$ cat src/sv/ipfe_pkg.sv
`timescale 1ns / 1ps
// ----------------------------------------------------------------------------
// IP flow header extract package
// Shared types and constants for the five-tuple and payload size extractor.
// ----------------------------------------------------------------------------
package ipfe_pkg;

  localparam logic [7:0] PROTO_TCP = 8'd6;
  localparam logic [7:0] PROTO_UDP = 8'd17;

  typedef enum logic [1:0] {
    STATUS_OK          = 2'd0,
    STATUS_UNSUPPORTED = 2'd1,
    STATUS_TRUNCATED   = 2'd2,
    STATUS_CLAMPED     = 2'd3
  } status_e;

  typedef struct packed {
    logic [63:0] src_hi;
    logic [63:0] src_lo;
    logic [63:0] dst_hi;
    logic [63:0] dst_lo;
    logic [7:0]  protocol;
    logic [15:0] ip_len;
    logic [3:0]  ip_hdr_words;
    logic [15:0] port_src;
    logic [15:0] port_dst;
    logic [15:0] udp_len;
    logic [3:0]  tcp_hdr_words;
  } frame_t;

  typedef struct packed {
    logic [15:0] byte_pos;
    logic        is_v6;
    logic [7:0]  l4_offset;
  } frame_ctl_t;

  typedef struct packed {
    logic [63:0] src_addr_hi;
    logic [63:0] src_addr_lo;
    logic [63:0] dst_addr_hi;
    logic [63:0] dst_addr_lo;
    logic [7:0]  protocol_out;
    logic [15:0] source_port;
    logic [15:0] dest_port;
    logic [15:0] payload_len;
    logic        ipv6_out;
    status_e     status;
  } result_t;

endpackage

$ cat src/sv/ipfe_byte_if.sv
`timescale 1ns / 1ps
// ----------------------------------------------------------------------------
// Frame byte channel
// Valid/ready channel that carries one frame byte per beat with its markers.
// ----------------------------------------------------------------------------
interface ipfe_byte_if;
  logic       valid;
  logic       ready;
  logic [7:0] data_byte;
  logic       first_byte;
  logic       last_byte;
  logic       ipv6_frame;
  logic [7:0] transport_offset;

  modport source (
    output valid, data_byte, first_byte, last_byte, ipv6_frame, transport_offset,
    input  ready
  );

  modport sink (
    input  valid, data_byte, first_byte, last_byte, ipv6_frame, transport_offset,
    output ready
  );
endinterface

$ cat src/sv/ipfe_result_if.sv
`timescale 1ns / 1ps
// ----------------------------------------------------------------------------
// Flow result channel
// Valid/ready channel that carries one extracted flow record per beat.
// ----------------------------------------------------------------------------
interface ipfe_result_if;
  logic        valid;
  logic        ready;
  logic [63:0] src_addr_hi;
  logic [63:0] src_addr_lo;
  logic [63:0] dst_addr_hi;
  logic [63:0] dst_addr_lo;
  logic [7:0]  protocol_out;
  logic [15:0] source_port;
  logic [15:0] dest_port;
  logic [15:0] payload_len;
  logic        ipv6_out;
  logic [1:0]  status;

  modport source (
    output valid, src_addr_hi, src_addr_lo, dst_addr_hi, dst_addr_lo, protocol_out,
           source_port, dest_port, payload_len, ipv6_out, status,
    input  ready
  );

  modport sink (
    input  valid, src_addr_hi, src_addr_lo, dst_addr_hi, dst_addr_lo, protocol_out,
           source_port, dest_port, payload_len, ipv6_out, status,
    output ready
  );
endinterface

$ cat src/sv/ipfe_capture.sv
`timescale 1ns / 1ps
// ----------------------------------------------------------------------------
// IP flow header extract: field capture
// Tracks the byte position in the frame and captures the IP and transport
// header fields. Presents the fields as they stand after the current byte.
// ----------------------------------------------------------------------------
module ipfe_capture #(
  parameter int unsigned LINK_HEADER_BYTES = 14
) (
  input  logic                clk_i,
  input  logic                rst_ni,
  input  logic                step_i,
  input  logic [7:0]          data_byte_i,
  input  logic                first_byte_i,
  input  logic                last_byte_i,
  input  logic                ipv6_frame_i,
  input  logic [7:0]          transport_offset_i,
  output ipfe_pkg::frame_t    frame_o,
  output ipfe_pkg::frame_ctl_t ctl_o
);

  localparam logic [15:0] LinkBytes = 16'(LINK_HEADER_BYTES);

  logic [15:0]      count_q;
  logic             is_v6_q;
  logic [7:0]       l4_off_q;
  ipfe_pkg::frame_t frame_q;

  logic             is_v6_d;
  logic [7:0]       l4_off_d;
  logic [15:0]      pos;
  logic [15:0]      rel;
  logic [15:0]      l4_rel;
  logic             in_ip;
  logic             in_l4;
  ipfe_pkg::frame_t base;
  ipfe_pkg::frame_t frame_d;

  always_comb begin
    is_v6_d  = first_byte_i ? ipv6_frame_i : is_v6_q;
    l4_off_d = first_byte_i ? transport_offset_i : l4_off_q;
    pos      = first_byte_i ? 16'd0 : count_q;
    base     = first_byte_i ? '0 : frame_q;
    in_ip    = pos >= LinkBytes;
    rel      = pos - LinkBytes;
    in_l4    = in_ip && (rel >= {8'd0, l4_off_d});
    l4_rel   = rel - {8'd0, l4_off_d};
    frame_d  = base;

    if (in_ip) begin
      if (!is_v6_d) begin
        if (rel == 16'd0) begin
          frame_d.ip_hdr_words = data_byte_i[3:0];
        end else if (rel == 16'd2) begin
          frame_d.ip_len[15:8] = data_byte_i;
        end else if (rel == 16'd3) begin
          frame_d.ip_len[7:0] = data_byte_i;
        end else if (rel == 16'd9) begin
          frame_d.protocol = data_byte_i;
        end else if (rel >= 16'd12 && rel <= 16'd15) begin
          frame_d.src_lo = {32'd0, base.src_lo[23:0], data_byte_i};
        end else if (rel >= 16'd16 && rel <= 16'd19) begin
          frame_d.dst_lo = {32'd0, base.dst_lo[23:0], data_byte_i};
        end
      end else begin
        if (rel == 16'd4) begin
          frame_d.ip_len[15:8] = data_byte_i;
        end else if (rel == 16'd5) begin
          frame_d.ip_len[7:0] = data_byte_i;
        end else if (rel == 16'd6) begin
          frame_d.protocol = data_byte_i;
        end else if (rel >= 16'd8 && rel <= 16'd15) begin
          frame_d.src_hi = {base.src_hi[55:0], data_byte_i};
        end else if (rel >= 16'd16 && rel <= 16'd23) begin
          frame_d.src_lo = {base.src_lo[55:0], data_byte_i};
        end else if (rel >= 16'd24 && rel <= 16'd31) begin
          frame_d.dst_hi = {base.dst_hi[55:0], data_byte_i};
        end else if (rel >= 16'd32 && rel <= 16'd39) begin
          frame_d.dst_lo = {base.dst_lo[55:0], data_byte_i};
        end
      end
    end

    if (in_l4) begin
      case (l4_rel)
        16'd0:   frame_d.port_src[15:8] = data_byte_i;
        16'd1:   frame_d.port_src[7:0]  = data_byte_i;
        16'd2:   frame_d.port_dst[15:8] = data_byte_i;
        16'd3:   frame_d.port_dst[7:0]  = data_byte_i;
        16'd4:   frame_d.udp_len[15:8]  = data_byte_i;
        16'd5:   frame_d.udp_len[7:0]   = data_byte_i;
        16'd12:  frame_d.tcp_hdr_words  = data_byte_i[7:4];
        default: ;
      endcase
    end
  end

  assign frame_o = frame_d;
  assign ctl_o   = '{byte_pos: pos, is_v6: is_v6_d, l4_offset: l4_off_d};

  always_ff @(posedge clk_i or negedge rst_ni) begin
    if (!rst_ni) begin
      count_q  <= '0;
      is_v6_q  <= 1'b0;
      l4_off_q <= '0;
      frame_q  <= '0;
    end else if (step_i) begin
      is_v6_q  <= is_v6_d;
      l4_off_q <= l4_off_d;
      if (last_byte_i) begin
        count_q <= '0;
        frame_q <= '0;
      end else begin
        count_q <= (pos == 16'hFFFF) ? pos : pos + 16'd1;
        frame_q <= frame_d;
      end
    end
  end

endmodule

$ cat src/sv/ipfe_result_calc.sv
`timescale 1ns / 1ps
// ----------------------------------------------------------------------------
// IP flow header extract: result calculation
// Checks the frame length and protocol, and works out the payload size and
// status of a finished frame from the captured header fields.
// ----------------------------------------------------------------------------
module ipfe_result_calc #(
  parameter int unsigned LINK_HEADER_BYTES = 14
) (
  input  ipfe_pkg::frame_t     frame_i,
  input  ipfe_pkg::frame_ctl_t ctl_i,
  output ipfe_pkg::result_t    result_o
);

  localparam logic [16:0] LinkBytes = 17'(LINK_HEADER_BYTES);

  logic [16:0] n_bytes;
  logic [16:0] ip_need;
  logic [16:0] l4_need;
  logic        is_tcp;
  logic        is_udp;
  logic [17:0] size;

  always_comb begin
    is_tcp  = frame_i.protocol == ipfe_pkg::PROTO_TCP;
    is_udp  = frame_i.protocol == ipfe_pkg::PROTO_UDP;
    n_bytes = {1'b0, ctl_i.byte_pos} + 17'd1;
    ip_need = LinkBytes + (ctl_i.is_v6 ? 17'd40 : 17'd20);
    l4_need = LinkBytes + {9'd0, ctl_i.l4_offset} + (is_udp ? 17'd6 : 17'd13);

    if (is_udp) begin
      size = {2'd0, frame_i.udp_len} - 18'd8;
    end else begin
      size = {2'd0, frame_i.ip_len} - {12'd0, frame_i.tcp_hdr_words, 2'd0}
           - (ctl_i.is_v6 ? 18'd0 : {12'd0, frame_i.ip_hdr_words, 2'd0});
    end

    result_o.src_addr_hi  = frame_i.src_hi;
    result_o.src_addr_lo  = frame_i.src_lo;
    result_o.dst_addr_hi  = frame_i.dst_hi;
    result_o.dst_addr_lo  = frame_i.dst_lo;
    result_o.protocol_out = frame_i.protocol;
    result_o.ipv6_out     = ctl_i.is_v6;
    result_o.source_port  = '0;
    result_o.dest_port    = '0;
    result_o.payload_len  = '0;

    if (n_bytes < ip_need) begin
      result_o.status = ipfe_pkg::STATUS_TRUNCATED;
    end else if (!is_tcp && !is_udp) begin
      result_o.status = ipfe_pkg::STATUS_UNSUPPORTED;
    end else if (n_bytes < l4_need) begin
      result_o.status = ipfe_pkg::STATUS_TRUNCATED;
    end else begin
      result_o.source_port = frame_i.port_src;
      result_o.dest_port   = frame_i.port_dst;
      if (size[17]) begin
        result_o.status = ipfe_pkg::STATUS_CLAMPED;
      end else begin
        result_o.status      = ipfe_pkg::STATUS_OK;
        result_o.payload_len = size[15:0];
      end
    end
  end

endmodule

$ cat src/sv/ip_flow_header_extract_unit.sv
`timescale 1ns / 1ps
// ----------------------------------------------------------------------------
// IP flow header extract unit
// Extracts the five-tuple and transport payload size of Ethernet frames.
// ----------------------------------------------------------------------------
// Frame bytes enter on byte_i, one byte per beat, with first_byte and
// last_byte marking frame edges. The IP version and the transport offset are
// sampled with the first byte. One flow record leaves on result_o for each
// last byte; other bytes give no beat.
// Each beat lands in an input register and is then processed by the capture
// and calculation logic, whose record is held in an output register. A record
// is valid once it has been loaded into the output register.
// The unit takes one byte per cycle as long as the output register is free or
// is being emptied; that register is the only element that sets the rate.
// When result_o stalls, non-final bytes keep flowing, and a last byte waits
// in the input register until the held record is taken.
// Reset clears the byte position, the captured fields and both valid flags;
// bytes seen before any first byte form an IPv4 frame at transport offset 0.
// ----------------------------------------------------------------------------
module ip_flow_header_extract_unit #(
  parameter int unsigned LINK_HEADER_BYTES = 14
) (
  input  logic         clk_i,
  input  logic         rst_ni,
  ipfe_byte_if.sink    byte_i,
  ipfe_result_if.source result_o
);

  logic       in_valid_q;
  logic [7:0] in_byte_q;
  logic       in_first_q;
  logic       in_last_q;
  logic       in_v6_q;
  logic [7:0] in_off_q;

  logic       out_valid_q;
  ipfe_pkg::result_t out_q;

  logic       out_free;
  logic       step;
  logic       in_ready;

  ipfe_pkg::frame_t     frame;
  ipfe_pkg::frame_ctl_t ctl;
  ipfe_pkg::result_t    result_d;

  assign out_free     = !out_valid_q || result_o.ready;
  assign step         = in_valid_q && (!in_last_q || out_free);
  assign in_ready     = !in_valid_q || step;
  assign byte_i.ready = in_ready;

  always_ff @(posedge clk_i or negedge rst_ni) begin
    if (!rst_ni) begin
      in_valid_q <= 1'b0;
    end else if (in_ready) begin
      in_valid_q <= byte_i.valid;
    end
  end

  always_ff @(posedge clk_i) begin
    if (in_ready && byte_i.valid) begin
      in_byte_q  <= byte_i.data_byte;
      in_first_q <= byte_i.first_byte;
      in_last_q  <= byte_i.last_byte;
      in_v6_q    <= byte_i.ipv6_frame;
      in_off_q   <= byte_i.transport_offset;
    end
  end

  ipfe_capture #(
    .LINK_HEADER_BYTES(LINK_HEADER_BYTES)
  ) u_capture (
    .clk_i              (clk_i),
    .rst_ni             (rst_ni),
    .step_i             (step),
    .data_byte_i        (in_byte_q),
    .first_byte_i       (in_first_q),
    .last_byte_i        (in_last_q),
    .ipv6_frame_i       (in_v6_q),
    .transport_offset_i (in_off_q),
    .frame_o            (frame),
    .ctl_o              (ctl)
  );

  ipfe_result_calc #(
    .LINK_HEADER_BYTES(LINK_HEADER_BYTES)
  ) u_result_calc (
    .frame_i  (frame),
    .ctl_i    (ctl),
    .result_o (result_d)
  );

  always_ff @(posedge clk_i or negedge rst_ni) begin
    if (!rst_ni) begin
      out_valid_q <= 1'b0;
    end else if (step && in_last_q) begin
      out_valid_q <= 1'b1;
    end else if (result_o.ready) begin
      out_valid_q <= 1'b0;
    end
  end

  always_ff @(posedge clk_i) begin
    if (step && in_last_q) begin
      out_q <= result_d;
    end
  end

  assign result_o.valid        = out_valid_q;
  assign result_o.src_addr_hi  = out_q.src_addr_hi;
  assign result_o.src_addr_lo  = out_q.src_addr_lo;
  assign result_o.dst_addr_hi  = out_q.dst_addr_hi;
  assign result_o.dst_addr_lo  = out_q.dst_addr_lo;
  assign result_o.protocol_out = out_q.protocol_out;
  assign result_o.source_port  = out_q.source_port;
  assign result_o.dest_port    = out_q.dest_port;
  assign result_o.payload_len  = out_q.payload_len;
  assign result_o.ipv6_out     = out_q.ipv6_out;
  assign result_o.status       = out_q.status;

endmodule
$ cat src/flat_wrapper.sv
// flat-port wrapper written by rule: the top's interface ports become plain ports
module ip_flow_header_extract_unit_flat 
#(
  parameter int unsigned LINK_HEADER_BYTES = 14
)
  (clk_i, rst_ni, byte_i_valid, byte_i_data_byte, byte_i_first_byte, byte_i_last_byte, byte_i_ipv6_frame, byte_i_transport_offset, byte_i_ready, result_o_valid, result_o_src_addr_hi, result_o_src_addr_lo, result_o_dst_addr_hi, result_o_dst_addr_lo, result_o_protocol_out, result_o_source_port, result_o_dest_port, result_o_payload_len, result_o_ipv6_out, result_o_status, result_o_ready);
  ipfe_byte_if byte_i_i ();
  ipfe_result_if result_o_i ();
  input  logic clk_i;
  input  logic rst_ni;
  input wire logic [$bits(byte_i_i.valid)-1:0] byte_i_valid;
  input wire logic [$bits(byte_i_i.data_byte)-1:0] byte_i_data_byte;
  input wire logic [$bits(byte_i_i.first_byte)-1:0] byte_i_first_byte;
  input wire logic [$bits(byte_i_i.last_byte)-1:0] byte_i_last_byte;
  input wire logic [$bits(byte_i_i.ipv6_frame)-1:0] byte_i_ipv6_frame;
  input wire logic [$bits(byte_i_i.transport_offset)-1:0] byte_i_transport_offset;
  output wire logic [$bits(byte_i_i.ready)-1:0] byte_i_ready;
  output wire logic [$bits(result_o_i.valid)-1:0] result_o_valid;
  output wire logic [$bits(result_o_i.src_addr_hi)-1:0] result_o_src_addr_hi;
  output wire logic [$bits(result_o_i.src_addr_lo)-1:0] result_o_src_addr_lo;
  output wire logic [$bits(result_o_i.dst_addr_hi)-1:0] result_o_dst_addr_hi;
  output wire logic [$bits(result_o_i.dst_addr_lo)-1:0] result_o_dst_addr_lo;
  output wire logic [$bits(result_o_i.protocol_out)-1:0] result_o_protocol_out;
  output wire logic [$bits(result_o_i.source_port)-1:0] result_o_source_port;
  output wire logic [$bits(result_o_i.dest_port)-1:0] result_o_dest_port;
  output wire logic [$bits(result_o_i.payload_len)-1:0] result_o_payload_len;
  output wire logic [$bits(result_o_i.ipv6_out)-1:0] result_o_ipv6_out;
  output wire logic [$bits(result_o_i.status)-1:0] result_o_status;
  input wire logic [$bits(result_o_i.ready)-1:0] result_o_ready;
  assign byte_i_i.valid = byte_i_valid;
  assign byte_i_i.data_byte = byte_i_data_byte;
  assign byte_i_i.first_byte = byte_i_first_byte;
  assign byte_i_i.last_byte = byte_i_last_byte;
  assign byte_i_i.ipv6_frame = byte_i_ipv6_frame;
  assign byte_i_i.transport_offset = byte_i_transport_offset;
  assign byte_i_ready = byte_i_i.ready;
  assign result_o_valid = result_o_i.valid;
  assign result_o_src_addr_hi = result_o_i.src_addr_hi;
  assign result_o_src_addr_lo = result_o_i.src_addr_lo;
  assign result_o_dst_addr_hi = result_o_i.dst_addr_hi;
  assign result_o_dst_addr_lo = result_o_i.dst_addr_lo;
  assign result_o_protocol_out = result_o_i.protocol_out;
  assign result_o_source_port = result_o_i.source_port;
  assign result_o_dest_port = result_o_i.dest_port;
  assign result_o_payload_len = result_o_i.payload_len;
  assign result_o_ipv6_out = result_o_i.ipv6_out;
  assign result_o_status = result_o_i.status;
  assign result_o_i.ready = result_o_ready;
  ip_flow_header_extract_unit #(.LINK_HEADER_BYTES(LINK_HEADER_BYTES)) u_core (.clk_i(clk_i), .rst_ni(rst_ni), .byte_i(byte_i_i), .result_o(result_o_i));
endmodule
$ cat config.mk
export PLATFORM = sky130hd
export DESIGN_NAME = ip_flow_header_extract_unit_flat
export DESIGN_NICKNAME = d
export VERILOG_FILES = /design/src/sv/ipfe_pkg.sv /design/src/sv/ipfe_byte_if.sv /design/src/sv/ipfe_result_if.sv /design/src/sv/ipfe_capture.sv /design/src/sv/ipfe_result_calc.sv /design/src/sv/ip_flow_header_extract_unit.sv /design/src/flat_wrapper.sv
export SDC_FILE = /design/constraint.sdc
export NUM_CORES = 1
export LEC_CHECK = 0
export BUFFER_PORTS_ARGS = -buffer_cell sky130_fd_sc_hd__buf_4
export CAP_MARGIN = 20
export CORE_UTILIZATION = 40
export CTS_BUF_LIST = sky130_fd_sc_hd__clkbuf_2 sky130_fd_sc_hd__clkbuf_4 sky130_fd_sc_hd__clkbuf_8
export CTS_CLUSTER_DIAMETER = 120
export DETAILED_ROUTE_END_ITERATION = 16
export GPL_ROUTABILITY_DRIVEN = 0
export MAX_ROUTING_LAYER = met4
export PLACE_DENSITY = 0.63
export SLEW_MARGIN = 30
export SYNTH_ARGS = -nofsm -noshare
export SYNTH_HDL_FRONTEND = slang
export SYNTH_SLANG_ARGS = --single-unit
$ cat constraint.sdc
create_clock -name clk_i -period 9.5 [get_ports clk_i]
set_input_delay 0.475 -clock clk_i [delete_from_list [all_inputs] [get_ports clk_i]]
set_output_delay 0.475 -clock clk_i [all_outputs]
set_load 0.005 [all_outputs]
==> results_dict.tcl <==
set metrics [dict create \
    dr.pass1.iters 6 \
    synth_top_family_by_area "compound AO/OA/AOI/OAI gates" \
    dpl.hpwl_um 57100 \
    synth_nets 2896 \
    status "complete, no violations" \
    p_sw_mw 1.67 \
    fin_skew_ps 45.3 \
    die_x_um 285 \
    grt_usage_pct 22.8 \
    cap_violations 0 \
    fmax_mhz 114 \
    first_global_vias 23800 \
    cts_setup_buffers 0 \
    muxShareOfSynthArea_pct 3.97 \
    wire_per_inst_um 21.6 \
    layout_common_cells "buf_4 (368), dfrtp_1 (363), nand2_1 (347)" \
    drtIter0Drc 2209 \
    synth_xor_area_share_pct 1.34 \
    cts_buffer_depth 3 \
    yosys.cell_types.count 82 \
    finalSetupTns_ps 0 \
    cts_root_buf "clkbuf_8" \
    synth_top_area_cell "edfxtp_1" \
    ant_nets 0 \
    die_area_mm2 0.0812 \
    synth_top_area_share_pct 31.3 \
    num_vias 24500 \
    synth_fa_ha_area_share_pct 1.77 \
    fin_cells 4278 \
    start_util_pct 40.5 \
    slowest_delay_ps 680 \
    finalCritPeriodShare_pct 92.4 \
    path_class "reg2reg" \
    hold_class "in2reg" \
    clk_pin_slew_worst_paths_ps 60 \
    final_nets 3188 \
    tightest_slew_ps 1450 \
    synth-compound-area-share_pct 18.0 \
    port_buffers 339 \
    rsz0062_at_grt "false" \
    clock-sinks 697 \
    cts_made_buffers 116 \
    final_hold_viol_count 0 \
    slew_headroom_pct 3.52 \
    layout-drive-gt1-share_pct 21.0 \
    fp.coreArea_mm2 0.0791 \
    netlist_top_cells_area "edfxtp_1 (31%), dfrtp_1 (28%), a22o_1 (8.4%), nand2_1 (4.1%), a21oi_1 (3.0%)" \
    synth_edf_count 334 \
    grt_max_degree 189 \
    layout_setup_ws_ps 719 \
    netlist_instances 2830 \
    cts_tree "done" \
    timing.critical_path.mode_cell "o21ai_0" \
    grt_first_pass_wirelength_um 142000 \
    cp-end-kind "register" \
    post_cts_resized 0 \
    seq_power_share_pct 48.3 \
    yosys_warnings 0 \
    crit_slowest_cell "buf_4" \
    yosysSeqAreaShare_pct 59.7 \
    power_mw 6.74 \
    antenna_found_initial 2 \
    drt-total-wl_um 92300 \
    post-place-ws_ps 871 \
    powerDensity_mw_per_mm2 175 \
    required_ps 9980 \
    num_rows 103 \
    dp.cells 4032 \
    crit_arrival_ps 9260 \
    die_h_um 285 \
    clock_latency_ps 770 \
    start_kind "register" \
    finalSetupViolations 0 \
    yosys.area_share.simple_pct 11.9 \
    area_delta_synth_final_pct 19.9 \
    p_int_mw 5.07 \
    report.final.slew_viol_count 0 \
    max-vdd-ir-drop_v 0.000106 \
    num_io_pins 340 \
    synth_ff_type "dfrtp_1" \
    synth_area_mm2 0.0320 \
    leakage_nw 16.4 \
    fin_crit_ps 8780 \
    drc 0 \
    cts_max_level 3 \
    path_max_fanout 61 \
    synthArstFlopShare_pct 52.1 \
    gr-total-overflow 0 \
    final_common_cell "buf_4" \
    postSynthAreaPerCell_um2 11.3 \
    ys_seq_elements 697 \
    vias_per_cell 5.72 \
    comb_power_share_pct 7.3 \
    netSwitchingFraction_pct 24.8 \
    pwr-share-clk_pct 44.3 \
]
[through the flow]
stage | instance area (µm²) | util (%) | hold slack, ps
2_1_floorplan | 32000 | - | 179
3_3_place_gp | 35500 | 44.8 | 455
3_5_place_dp | 35500 | 44.8 | 466
4_1_cts | 38300 | 48.5 | 29.4
5_1_grt | 38400 | 48.5 | 76.8
6_report | 38400 | 48.5 | 89.8
[area by class of cell]
class	count	area [µm²]
Antenna cell	2	5.00
Clock buffer	172	2120
Clock inverter	50	541
Fill cell	7151	40700
Inverter	49	184
Multi-Input combinational cell	1857	12000
Sequential cell	697	19100
Tap cell	1050	1310
Timing Repair Buffer	401	3160
[logic make-up (layout without fill, tap and decap cells)]
kind of cell | count (synthesis) | in the layout
AOI/OAI and AO/OA | 804 | 804
xor gates and xnor gates | 49 | 49
adders and majority gates | 43 | 43
buffers and inverters | 276 | 672
DFF | 697 | 697
muxes | 122 | 122
other | 0 | 2
and+or+nand+nor | 839 | 839
[layer usage]
metal  track usage (%)  vias up  part of all wire [%]
li1                  -    11000                     -
met1              29.9    12300                    42
met2              36.0      975                    49
met3              3.98      189                   6.3
met4              7.37        0                   2.8
met5                 -        -                     0
[worst max-delay path: cells and delay by family (launching register included)]
family	cells	cell delay, ps
compound gates	14	3510
simple gates	7	1410
fa+ha+maj	3	1100
buf+inv	2	1070
flops	1	650
xor+xnor	1	410
mux	1	330
[state kept, by name, summed over array words and instances (netlist names), 2 cells and up]
| register | cells |
|---|---|
| u_core.result_o.dst_addr_lo | 64 |
| u_core.result_o.payload_len | 16 |
| u_core.in_byte_q | 8 |
| u_core.result_o.source_port | 16 |
| u_core.result_o.src_addr_lo | 64 |
| u_core.in_off_q | 8 |
| u_core.u_capture.l4_off_q | 8 |
| u_core.result_o.protocol_out | 8 |
| u_core.result_o.dst_addr_hi | 64 |
| u_core.result_o.status | 2 |
| u_core.result_o.dest_port | 16 |
| u_core.u_capture.frame_q | 336 |
| u_core.u_capture.count_q | 16 |
| u_core.result_o.src_addr_hi | 64 |
[path summary, 6_finish.rpt]
| check | from | end | slack [ps] | cells after the start |
|---|---|---|---|---|
| worst max-delay path | u_core.in_first_q$_DFFE_PP_ | u_core.result_o.payload_len[4]$_SDFFCE_PP0P_ | 720 | 28 |
| worst min-delay path | result_o_ready | u_core.in_valid_q$_DFFE_PN0N_ | 90 | 4 |
| worst max register to register | u_core.in_first_q$_DFFE_PP_ | u_core.result_o.payload_len[4]$_SDFFCE_PP0P_ | 720 | 28 |
| worst min register to register | u_core.u_capture.frame_q[57]$_DFFE_PN0P_ | u_core.u_capture.frame_q[57]$_DFFE_PN0P_ | 480 | 2 |
| max in group asynchronous | rst_ni | u_core.u_capture.frame_q[160]$_DFFE_PN0P_ | 7370 | 4 |
| min in group asynchronous | rst_ni | u_core.u_capture.frame_q[243]$_DFFE_PN0P_ | 290 | 2 |
[synth_stat cells (all sizes together) (39+ instances only)]
master,count
dfrtp,363
nand2,348
edfxtp,334
a22o,308
nor2,226
clkbuf,194
a21oi,192
o21ai,114
mux2i,81
a22oi,74
nand3,51
inv,47
mux2,41
ha,39
[power groups by stage]
| stage | Combinational (mW) | Sequential, mW | Clock (mW) |
|---|---|---|---|
| after floorplan | 0.246 | 3.33 | 0 |
| after global placement | 0.470 | 3.32 | 0 |
| after detailed placement | 0.485 | 3.32 | 0 |
| after CTS | 0.493 | 3.26 | 3.06 |
| after global routing | 0.532 | 3.26 | 3.20 |
| final | 0.495 | 3.26 | 2.99 |
[repair_timing]
item                       CTS  global route
setup endpoints to repair    0             0
hold buffers                21             0
hold endpoints to repair    82             0
(Power assumes the default switching activity.)
